$ cat src/hdl/lbpe_pkg.sv
// ----------------------------------------------------------------------------
// lbpe_pkg
// Shared constants and tables for the LED bit pulse encoder.
// ----------------------------------------------------------------------------
package lbpe_pkg;

    // PWM compare codes for one and zero bits
    localparam logic [5:0] CODE_ZERO = 6'd27;
    localparam logic [5:0] CODE_ONE  = 6'd53;

    localparam int BITS_PER_LED = 24;
    localparam int COUNT_W      = 5;
    localparam int LANES        = 3;
    localparam int TEMP_ENTRIES = 5;
    localparam int LANE_STAGES  = 5;

    // Divisor 255*255*255 and its double, sized for the remainder path
    localparam logic [23:0] SCALE_DIVISOR = 24'd16581375;
    localparam logic [25:0] SCALE_DIV_R1  = 26'd16581375;
    localparam logic [25:0] SCALE_DIV_R2  = 26'd33162750;

    // 2^18 / (divisor / 2^16), rounded down so the estimate never overshoots
    localparam logic [10:0] SCALE_RECIP = 11'd1036;

    localparam logic [7:0] BRIGHTNESS_RESET = 8'd255;

    // Register index of brightness
    localparam logic REG_BRIGHTNESS = 1'b0;

    localparam logic [2:0] TEMP_LAST = 3'd4;

    // Temperature byte times per-channel correction byte (176, 255, 240)
    localparam logic [15:0] TEMP_CORR_TABLE [0:TEMP_ENTRIES-1][0:LANES-1] = '{
        '{16'd44880, 16'd65025, 16'd61200},
        '{16'd25872, 16'd65025, 16'd9840},
        '{16'd42416, 16'd65025, 16'd53760},
        '{16'd41360, 16'd54060, 16'd61200},
        '{16'd42944, 16'd65025, 16'd58080}
    };

endpackage

$ cat src/hdl/lbpe_lane.sv
// ----------------------------------------------------------------------------
// lbpe_lane
// One color channel: scale a byte by brightness and the temperature and
// correction factor, then divide by 255^3 with a reciprocal estimate and a
// remainder correction. Five register stages, all held while en is low.
// ----------------------------------------------------------------------------
module lbpe_lane (
    input  logic        clk,
    input  logic        en,
    input  logic [7:0]  color,
    input  logic [7:0]  brightness,
    input  logic [15:0] factor,
    output logic [7:0]  scaled
);
    import lbpe_pkg::*;

    logic [15:0] cb_reg;
    logic [15:0] tc_reg;
    logic [31:0] prod_reg;
    logic [31:0] prod_c_reg;
    logic [7:0]  q0_reg;
    logic [7:0]  q0_d_reg;
    logic [25:0] rem_reg;
    logic [7:0]  q_reg;

    logic [15:0] cb_next;
    logic [31:0] prod_next;
    logic [26:0] est;
    logic [31:0] q0_mul;
    logic [31:0] rem_full;
    logic [7:0]  q_next;

    // Color times brightness
    assign cb_next = {8'b0, color} * {8'b0, brightness};

    // Full product, at most 255^4
    assign prod_next = {16'b0, cb_reg} * {16'b0, tc_reg};

    // Quotient estimate from the upper half, low by at most two
    assign est = {11'b0, prod_reg[31:16]} * {16'b0, SCALE_RECIP};

    // Remainder left by the estimate
    assign q0_mul   = {24'b0, q0_reg} * {8'b0, SCALE_DIVISOR};
    assign rem_full = prod_c_reg - q0_mul;

    // Correct the estimate
    always_comb
    begin
        if (rem_reg >= SCALE_DIV_R2)
        begin
            q_next = q0_d_reg + 8'd2;
        end
        else if (rem_reg >= SCALE_DIV_R1)
        begin
            q_next = q0_d_reg + 8'd1;
        end
        else
        begin
            q_next = q0_d_reg;
        end
    end

    // Advance the stages
    always_ff @(posedge clk)
    begin
        if (en)
        begin
            cb_reg     <= cb_next;
            tc_reg     <= factor;
            prod_reg   <= prod_next;
            prod_c_reg <= prod_reg;
            q0_reg     <= est[25:18];
            q0_d_reg   <= q0_reg;
            rem_reg    <= rem_full[25:0];
            q_reg      <= q_next;
        end
    end

    assign scaled = q_reg;

endmodule

$ cat src/hdl/lbpe_serializer.sv
// ----------------------------------------------------------------------------
// lbpe_serializer
// Shift a 24-bit scaled color out as one pulse code per word, most
// significant bit first, and mark the last code of the LED.
// ----------------------------------------------------------------------------
module lbpe_serializer (
    input  logic        clk,
    input  logic        rst_n,
    input  logic        load_valid,
    input  logic [23:0] load_color,
    output logic        load_take,
    output logic        out_valid,
    input  logic        out_ready,
    output logic [5:0]  pulse_code,
    output logic        last_of_led
);
    import lbpe_pkg::*;

    logic [23:0]        shift_reg;
    logic [23:0]        shift_next;
    logic [COUNT_W-1:0] count_reg;
    logic [COUNT_W-1:0] count_next;
    logic               busy_reg;
    logic               busy_next;
    logic               is_last;
    logic               out_fire;

    assign is_last   = (count_reg == COUNT_W'(BITS_PER_LED - 1));
    assign out_fire  = busy_reg && out_ready;
    assign load_take = load_valid && (!busy_reg || (out_fire && is_last));

    // Load a new color, shift on each accepted word, drop when done
    always_comb
    begin
        shift_next = shift_reg;
        count_next = count_reg;
        busy_next  = busy_reg;
        if (load_take)
        begin
            shift_next = load_color;
            count_next = '0;
            busy_next  = 1'b1;
        end
        else if (out_fire)
        begin
            if (is_last)
            begin
                busy_next = 1'b0;
            end
            else
            begin
                shift_next = {shift_reg[22:0], 1'b0};
                count_next = count_reg + 1'b1;
            end
        end
    end

    always_ff @(posedge clk or negedge rst_n)
    begin
        if (!rst_n)
        begin
            count_reg <= '0;
            busy_reg  <= 1'b0;
        end
        else
        begin
            count_reg <= count_next;
            busy_reg  <= busy_next;
        end
    end

    always_ff @(posedge clk)
    begin
        shift_reg <= shift_next;
    end

    assign out_valid   = busy_reg;
    assign pulse_code  = shift_reg[23] ? CODE_ONE : CODE_ZERO;
    assign last_of_led = is_last;

endmodule

$ cat src/hdl/led_bit_pulse_encoder.sv
// ----------------------------------------------------------------------------
// led_bit_pulse_encoder
// Path: the first pulse code of an LED becomes valid after its word is
// accepted and passes the 5 lane stages, merge register and serializer load.
// Throughput: one pulse code per cycle while out_ready is high, set by the
// serializer; the next LED waits in the merge register and follows at once.
// Reset: rst_n clears all valid and count state and sets brightness to 255.
// ----------------------------------------------------------------------------
module led_bit_pulse_encoder (
    input  logic        clk,
    input  logic        rst_n,
    // APB configuration port
    input  logic        psel,
    input  logic        penable,
    input  logic        pwrite,
    input  logic [2:0]  paddr,
    input  logic [31:0] pwdata,
    output logic [31:0] prdata,
    output logic        pready,
    // Input channel
    input  logic        in_valid,
    output logic        in_ready,
    input  logic [7:0]  first_byte,
    input  logic [7:0]  second_byte,
    input  logic [7:0]  third_byte,
    input  logic [2:0]  temperature_select,
    // Output channel
    output logic        out_valid,
    input  logic        out_ready,
    output logic [5:0]  pulse_code,
    output logic        last_of_led
);
    import lbpe_pkg::*;

    logic [7:0]             brightness_reg;
    logic [LANE_STAGES-1:0] stage_valid_reg;
    logic [23:0]            merge_color_reg;
    logic                   merge_valid_reg;
    logic                   merge_valid_next;
    logic                   en;
    logic [2:0]             sel;
    logic [7:0]             lane_color  [LANES];
    logic [7:0]             lane_scaled [LANES];
    logic                   load_take;
    logic                   cfg_write;
    logic                   lane_done;

    // Configuration writes
    assign pready    = 1'b1;
    assign cfg_write = psel && penable && pwrite;

    always_ff @(posedge clk or negedge rst_n)
    begin
        if (!rst_n)
        begin
            brightness_reg <= BRIGHTNESS_RESET;
        end
        else if (cfg_write && (paddr[2] == REG_BRIGHTNESS))
        begin
            brightness_reg <= pwdata[7:0];
        end
    end

    assign prdata = (paddr[2] == REG_BRIGHTNESS) ? {24'b0, brightness_reg} : 32'b0;

    // Hold the lanes only when a finished word cannot move into the merge register
    assign lane_done = stage_valid_reg[LANE_STAGES-1];
    assign en        = !(lane_done && merge_valid_reg);
    assign in_ready  = en;

    // Saturate the temperature select to the last table entry
    assign sel = (temperature_select > TEMP_LAST) ? TEMP_LAST : temperature_select;

    assign lane_color[0] = first_byte;
    assign lane_color[1] = second_byte;
    assign lane_color[2] = third_byte;

    // One lane per color channel
    for (genvar k = 0; k < LANES; k++)
    begin : g_lane
        lbpe_lane u_lane (
            .clk        (clk),
            .en         (en),
            .color      (lane_color[k]),
            .brightness (brightness_reg),
            .factor     (TEMP_CORR_TABLE[sel][k]),
            .scaled     (lane_scaled[k])
        );
    end

    // Track which lane stages hold a word
    always_ff @(posedge clk or negedge rst_n)
    begin
        if (!rst_n)
        begin
            stage_valid_reg <= '0;
        end
        else if (en)
        begin
            stage_valid_reg <= {stage_valid_reg[LANE_STAGES-2:0], in_valid};
        end
    end

    // Merge the three lanes into one color word
    always_comb
    begin
        merge_valid_next = merge_valid_reg;
        if (load_take)
        begin
            merge_valid_next = 1'b0;
        end
        else if (lane_done && !merge_valid_reg)
        begin
            merge_valid_next = 1'b1;
        end
    end

    always_ff @(posedge clk or negedge rst_n)
    begin
        if (!rst_n)
        begin
            merge_valid_reg <= 1'b0;
        end
        else
        begin
            merge_valid_reg <= merge_valid_next;
        end
    end

    always_ff @(posedge clk)
    begin
        if (lane_done && !merge_valid_reg)
        begin
            merge_color_reg <= {lane_scaled[0], lane_scaled[1], lane_scaled[2]};
        end
    end

    lbpe_serializer u_serializer (
        .clk         (clk),
        .rst_n       (rst_n),
        .load_valid  (merge_valid_reg),
        .load_color  (merge_color_reg),
        .load_take   (load_take),
        .out_valid   (out_valid),
        .out_ready   (out_ready),
        .pulse_code  (pulse_code),
        .last_of_led (last_of_led)
    );

endmodule
$ cat config.mk
export PLATFORM = sky130hd
export DESIGN_NAME = led_bit_pulse_encoder
export DESIGN_NICKNAME = d
export VERILOG_FILES = /design/src/hdl/lbpe_pkg.sv /design/src/hdl/lbpe_lane.sv /design/src/hdl/lbpe_serializer.sv /design/src/hdl/led_bit_pulse_encoder.sv
export SDC_FILE = /design/constraint.sdc
export NUM_CORES = 2
export LEC_CHECK = 0
export BUFFER_PORTS_ARGS = -buffer_cell sky130_fd_sc_hd__buf_2
export CAP_MARGIN = 30
export CORE_ASPECT_RATIO = 1.25
export CORE_MARGIN = 2
export CORE_UTILIZATION = 50
export DETAILED_ROUTE_END_ITERATION = 10
export GPL_TIMING_DRIVEN = 0
export PLACE_DENSITY = 0.67
export SLEW_MARGIN = 20
export SYNTH_ARGS = -nofsm -noshare
export SYNTH_HDL_FRONTEND = slang
export SYNTH_SLANG_ARGS = --single-unit
$ cat constraint.sdc
create_clock -name clk -period 25.9 [get_ports clk]
set_input_delay 1.295 -clock clk [delete_from_list [all_inputs] [get_ports clk]]
set_output_delay 1.295 -clock clk [all_outputs]
set_load 0.01 [all_outputs]
* After elaboration in Yosys (flattened, before gate mapping)
Memory sizes are Yosys's and may differ from the RTL's. A register that Yosys moved wholly into a read port is not among the register bits.
Index checks and enable logic that the tools add are counted.
** Cells by class
- $add $sub $neg :: 10
- Multiply operators :: 12
- Magnitude comparators :: 7
- Equality and inequality tests :: 2
- Mux-type cells :: 20
- Bitwise gates (word level) :: 2
- Reductions and logical operators :: 18
** Operator list (count)
- $mul 16x16->32 :: 3
- $ge 26x24->1 const B :: 3
- $ge 26x25->1 const B :: 3
- $mul 8x24->26 const B :: 3
- $sub 26x26->26 :: 3
- $mul 16x9->24 const B :: 3
- $mux 24 :: 3
- $mux 8 :: 7
- $mul 8x8->16 :: 3
- $add 8x1->8 const B :: 3
- $add 8x2->8 const B :: 3
- $mux 5 :: 3
- $logic_and 1x1->1 :: 8
- $mux 6 :: 1
- $reduce_bool 2->1 :: 3
- $add 5x1->5 const B :: 1
- $eq 5x5->1 const B :: 1
- $mux 1 :: 5
- $logic_not 1->1 :: 4
- $not 3->4 :: 1
- $reduce_and 2->1 :: 2
- $gt 3x3->1 const B :: 1
- $mux 3 :: 1
- $ne 2x2->1 const B :: 1
- 2 further kinds :: 2
** Storage, ports and cells
- Register bits :: 440
- ROM bits :: 384
- Input port bits :: 69
- Output and inout port bits :: 42
- Word-level logic and storage cells :: 100
- Memories kept :: 1
** Memory list
- (name not given) :: depth 8, width 48, read ports 1, clocked after memory_dff 1, write ports 0, line led_bit_pulse_encoder.sv:86 : .factor (TEMP_CORR_TABLE[sel][k]),

* Depth between registers and ports, before layout
- Word-level depth :: 6
- Gate-level depth with buffers :: 24
- Mapped depth without buffers :: 23

* Hierarchy
Synthesis repeated with hierarchy kept, for this count alone.
** Unflattened totals
- Cell total of the unflattened synthesis :: 6080
- Area, all modules :: 62966.6 µm²
** Modules (own cells, without submodules)
- lbpe_lane at g_lane[1].u_lane :: times used 1, cells an instance 1976, area an instance 20083.0 µm²
- lbpe_lane at g_lane[0].u_lane :: times used 1, cells an instance 1964, area an instance 19895.3 µm²
- lbpe_lane at g_lane[2].u_lane :: times used 1, cells an instance 1927, area an instance 19790.2 µm²
- led_bit_pulse_encoder :: times used 1, cells an instance 115, area an instance 1687.9 µm²
- lbpe_serializer :: times used 1, cells an instance 98, area an instance 1510.2 µm²

* Worst setup path after synthesis
Ideal clock, no wire load.
- Path type :: register -> output
- Start :: register merge_valid_reg
- End :: output in_ready
- Data arrival time :: 8365 ps
- Required time :: 24605 ps
- Path slack :: 16240 ps
- Stages on the path, launching flop included :: 2
- Cells stage by stage :: dfrtp_1 nand2_1
** Between the ends
- Longest elaborated chain between the ends :: 2
** Ends and longest elaborated chain
- start, declared :: line led_bit_pulse_encoder.sv:38 : logic merge_valid_reg;
- start signal, assigned :: line led_bit_pulse_encoder.sv:126 : merge_valid_reg <= merge_valid_next;
- $logic_and 1x1->1 :: line led_bit_pulse_encoder.sv:68 : assign en = !(lane_done && merge_valid_reg);
- $logic_not 1->1 :: line led_bit_pulse_encoder.sv:68
- end, declared :: line led_bit_pulse_encoder.sv:22 : output logic in_ready,
No other way between the ends.

* Worst setup path in the final report
- Start :: register g_lane[2].u_lane.tc_reg[11]
- End :: register g_lane[2].u_lane.prod_reg[31], data pin
** Between the ends
- Longest elaborated chain between the ends :: 1
** Ends and longest elaborated chain
- start, declared :: line lbpe_lane.sv:18 : logic [15:0] tc_reg;
- $mul 16x16->32 :: line lbpe_lane.sv:37 : assign prod_next = {16'b0, cb_reg} * {16'b0, tc_reg};
- named net g_lane[2].u_lane.prod_next[31] :: line lbpe_lane.sv:27 : logic [31:0] prod_next;
- end signal, assigned :: line lbpe_lane.sv:70 : prod_reg <= prod_next;
- end, declared :: line lbpe_lane.sv:19 : logic [31:0] prod_reg;
The timed path passes the listed nets, and every way through them passes these cells.
A chain may end at the register's enable or synchronous reset.

==> flow_summary.yaml <==
status:
  status: "finished clean"
global_route:
  grt_pass1_wl_um: 166200
  grtUsageTotal_pct: 18.73
  grt_max_degree: 60
  grt_util_met1_pct: 23.34
  grtUsageMet2_pct: 34.42
  grt_antenna_before_repair: 2
  overflow: 0
  grt_util_met3_pct: 1.938
  busiest_layer: "met2"
  first_global_vias: 34930
synthesis:
  ys_seq_area_share_pct: 24.55
  synth.distinct_cells: 80
  postSynth.asyncResetShare_pct: 4.587
  netlist_instances: 4925
  syn_area_um2: 52960
  synth-main-ff-cell: "edfxtp_1"
  synth_edf_count: 416
  synth_seq_cells: 436
  yosysWarnings: 0
  synth_top_cell_by_area: "fa_1"
  synth_top_area_share_pct: 26.95
  avgSynthCellArea_um2: 10.75
  yosys-top-cells-area: "fa_1, edfxtp_1, ha_1"
worst_setup_path:
  critPathRequiredTime_ns: 26.25
  crit_start: "g_lane[2].u_lane.tc_reg[11]"
  cp_top_family: "adder cells"
  timing.rr.start: "g_lane[2].u_lane.tc_reg[11]"
  worstSetupPathType: "register to register"
  arrival_ns: 7.10
  path_buf_inv: 4
  worst_setup_path_start_kind: "register"
  rrSetupSlack_ns: 19.15
  cp_slowest_cell: "o31ai_1"
  crit_top_cell: "fa_1"
  cp_max_fo: 10
  crit_chain: "clkbuf_1 -> nand2_1 -> inv_1 -> fa_1 -> inv_1 -> fa_1 -> fa_1 -> inv_1 -> fa_1 -> fa_1 -> ha_1 -> ha_1 -> a21oi_1 -> o221ai_1 -> o21bai_1 -> a211oi_1 -> nor2_1 -> o31ai_1 -> o31ai_1 -> a21oi_1 -> xnor2_1"
  crit_path_end_kind: "register"
  critPathMaxStageDelay_ns: 0.54
cells_and_area:
  utilization_pct: 54.31
  drive_above_1_share_pct: 4.818
  nFillCells: 9188
  multi_input_comb_area_um2: 35140
  finalNetCount: 6700
  area_growth_pct: 7.858
  largest_reg_flops: 88
  regArea_um2: 13000
  antenna_cells: 0
timing:
  grt_setup_unrepaired: "false"
  min_period_over_period_pct: 26.06
  drv_slew: 0
  fin_worst_skew_ns: 0.02394
  final_hold_viol_count: 0
  worst_slack_ns: 19.15
  finalSetupViolCount: 0
  tns_ns: 0
  worstMarginPinSlew_ns: 0.7650
  period_minus_slack_ns: 6.750
  slew_headroom_pct: 48.94
  fmax_ghz: 0.1481
clocking:
  cts_root_buffer: "clkbuf_16"
  cts_buffer_depth: 3
  cts_resized: 0
  clk_latency_ns: 0.62
  postCtsHoldBufs: 0
  post_cts_buffers: 0
  clk_pin_slew_ns: 0.07
  htree_levels: 2
  numCtsBuffers: 50
  cts_tree: "built"
  cts.sinks: 436
floorplanning:
  start_util_pct: 50.36
  die_h_um: 367.9
  die_w_um: 295.1
  die-area_um2: 108600
  rows: 133
  fp.coreArea_um2: 105200
  io_pins: 111
routing:
  via_count: 32610
  wl_per_cell_um: 14.76
  via_per_inst: 4.999
  drc: 0
  first_iter_violations: 1197
  drt-pass1-iter-count: 5
  wirelength_um: 96270
  final_antenna_net_count: 0
placed_design:
  gp_congestion: 0.8570
  dpl.hpwl_um: 81530
  place_ws_ns: 19.20
  io_buffers: 55
job:
  cap_violations: 0
min_path:
  hold_path_class: "register to register"
  min_from: "g_lane[0].u_lane.scaled[0]"
metal layers:
| metal | vias up | part of all wire, % |
|---|---|---|
| met1 | 16110 | 43 |
| li1 | 15930 | - |
| met5 | - | 0.034 |
| met2 | 426 | 52 |
| met3 | 135 | 3.0 |
| met4 | 4 | 2.3 |
cell type report:
cell class	count	area share (%)
multi-input cells	3229	61.52
flip-flops and latches	436	22.76
inverters	1201	7.892
well taps	1417	3.104
clock buffers	58	2.280
repair buffers	64	0.8893
clock inverters	34	0.8017
plain buffers	84	0.7513
metrics by stage:
step / cell area (um2) / hold slack [ns] / std cells
2_1_floorplan: 53050 / 0.4003 / 4950
3_3_place_gp: 55100 / 0.4007 / 6422
3_5_place_dp: 55360 / 0.4045 / 6431
4_1_cts: 57120 / 0.4091 / 6523
5_1_grt: 57120 / 0.4249 / 6523
6_report: 57120 / 0.4134 / 6523
cell usage in the layout, fill, tap and decap left out, types with 21 or more instances in the layout:
cell type and count:
xor2_1 65, buf_4 30, xnor2_1 170, nor2_1 116
nor2b_1 31, a21oi_1 134, nor3_1 28, clkbuf_16 51
clkbuf_1 59, conb_1 27, ha_1 852, inv_1 1201
nand2b_1 25, o21ai_0 69, nand2_1 304, nand3_1 38
a21o_1 73, and3_1 25, mux2_2 36, edfxtp_1 416
fa_1 713, and2_1 280, buf_2 56, o21bai_1 21
worst reg2reg max path, cell delays in order (launching register included):
cell      delay (ns)
edfxtp_1        0.50
clkbuf_1        0.48
nand2_1         0.19
inv_1           0.12
fa_1            0.42
inv_1           0.08
fa_1            0.43
fa_1            0.51
inv_1           0.06
fa_1            0.51
fa_1            0.49
ha_1            0.31
ha_1            0.35
a21oi_1         0.24
o221ai_1        0.15
o21bai_1        0.22
a211oi_1        0.27
nor2_1          0.12
o31ai_1         0.54
o31ai_1         0.17
a21oi_1         0.20
xnor2_1         0.11
cells by family after synthesis:
logic type | after synthesis | synth area share, %
muxes | 37 | 0.7867
adders and majority gates | 1565 | 47.08
xor gates and xnor gates | 235 | 3.886
AOI/OAI and AO/OA | 454 | 5.635
DFF | 436 | 24.55
other | 2 | 0.01418
and+or+nand+nor | 911 | 8.723
buffers and inverters | 1285 | 9.323
synthesized netlist by cell type, types with 36 or more instances:
library cell / count
and2_1: 280
mux2_2: 36
nand2_1: 305
a21oi_1: 135
a21o_1: 73
nand3_1: 38
o21ai_0: 69
inv_1: 1201
nor2_1: 116
xor2_1: 65
fa_1: 713
xnor2_1: 170
clkbuf_1: 52
edfxtp_1: 416
ha_1: 852
final timing paths:
path / cells past startpoint / endpoint
max: 21 / g_lane[2].u_lane.prod_reg[31]
max in group asynchronous: 1 / stage_valid_reg[4]
min in group asynchronous: 1 / stage_valid_reg[0]
min reg2reg: 0 / merge_color_reg[16]
max reg2reg: 21 / g_lane[2].u_lane.prod_reg[31]
min: 0 / merge_color_reg[16]
Power is left out: the tool's default activity adds up to more than one toggle a clock period on the data nets, which glitch-free logic cannot reach.
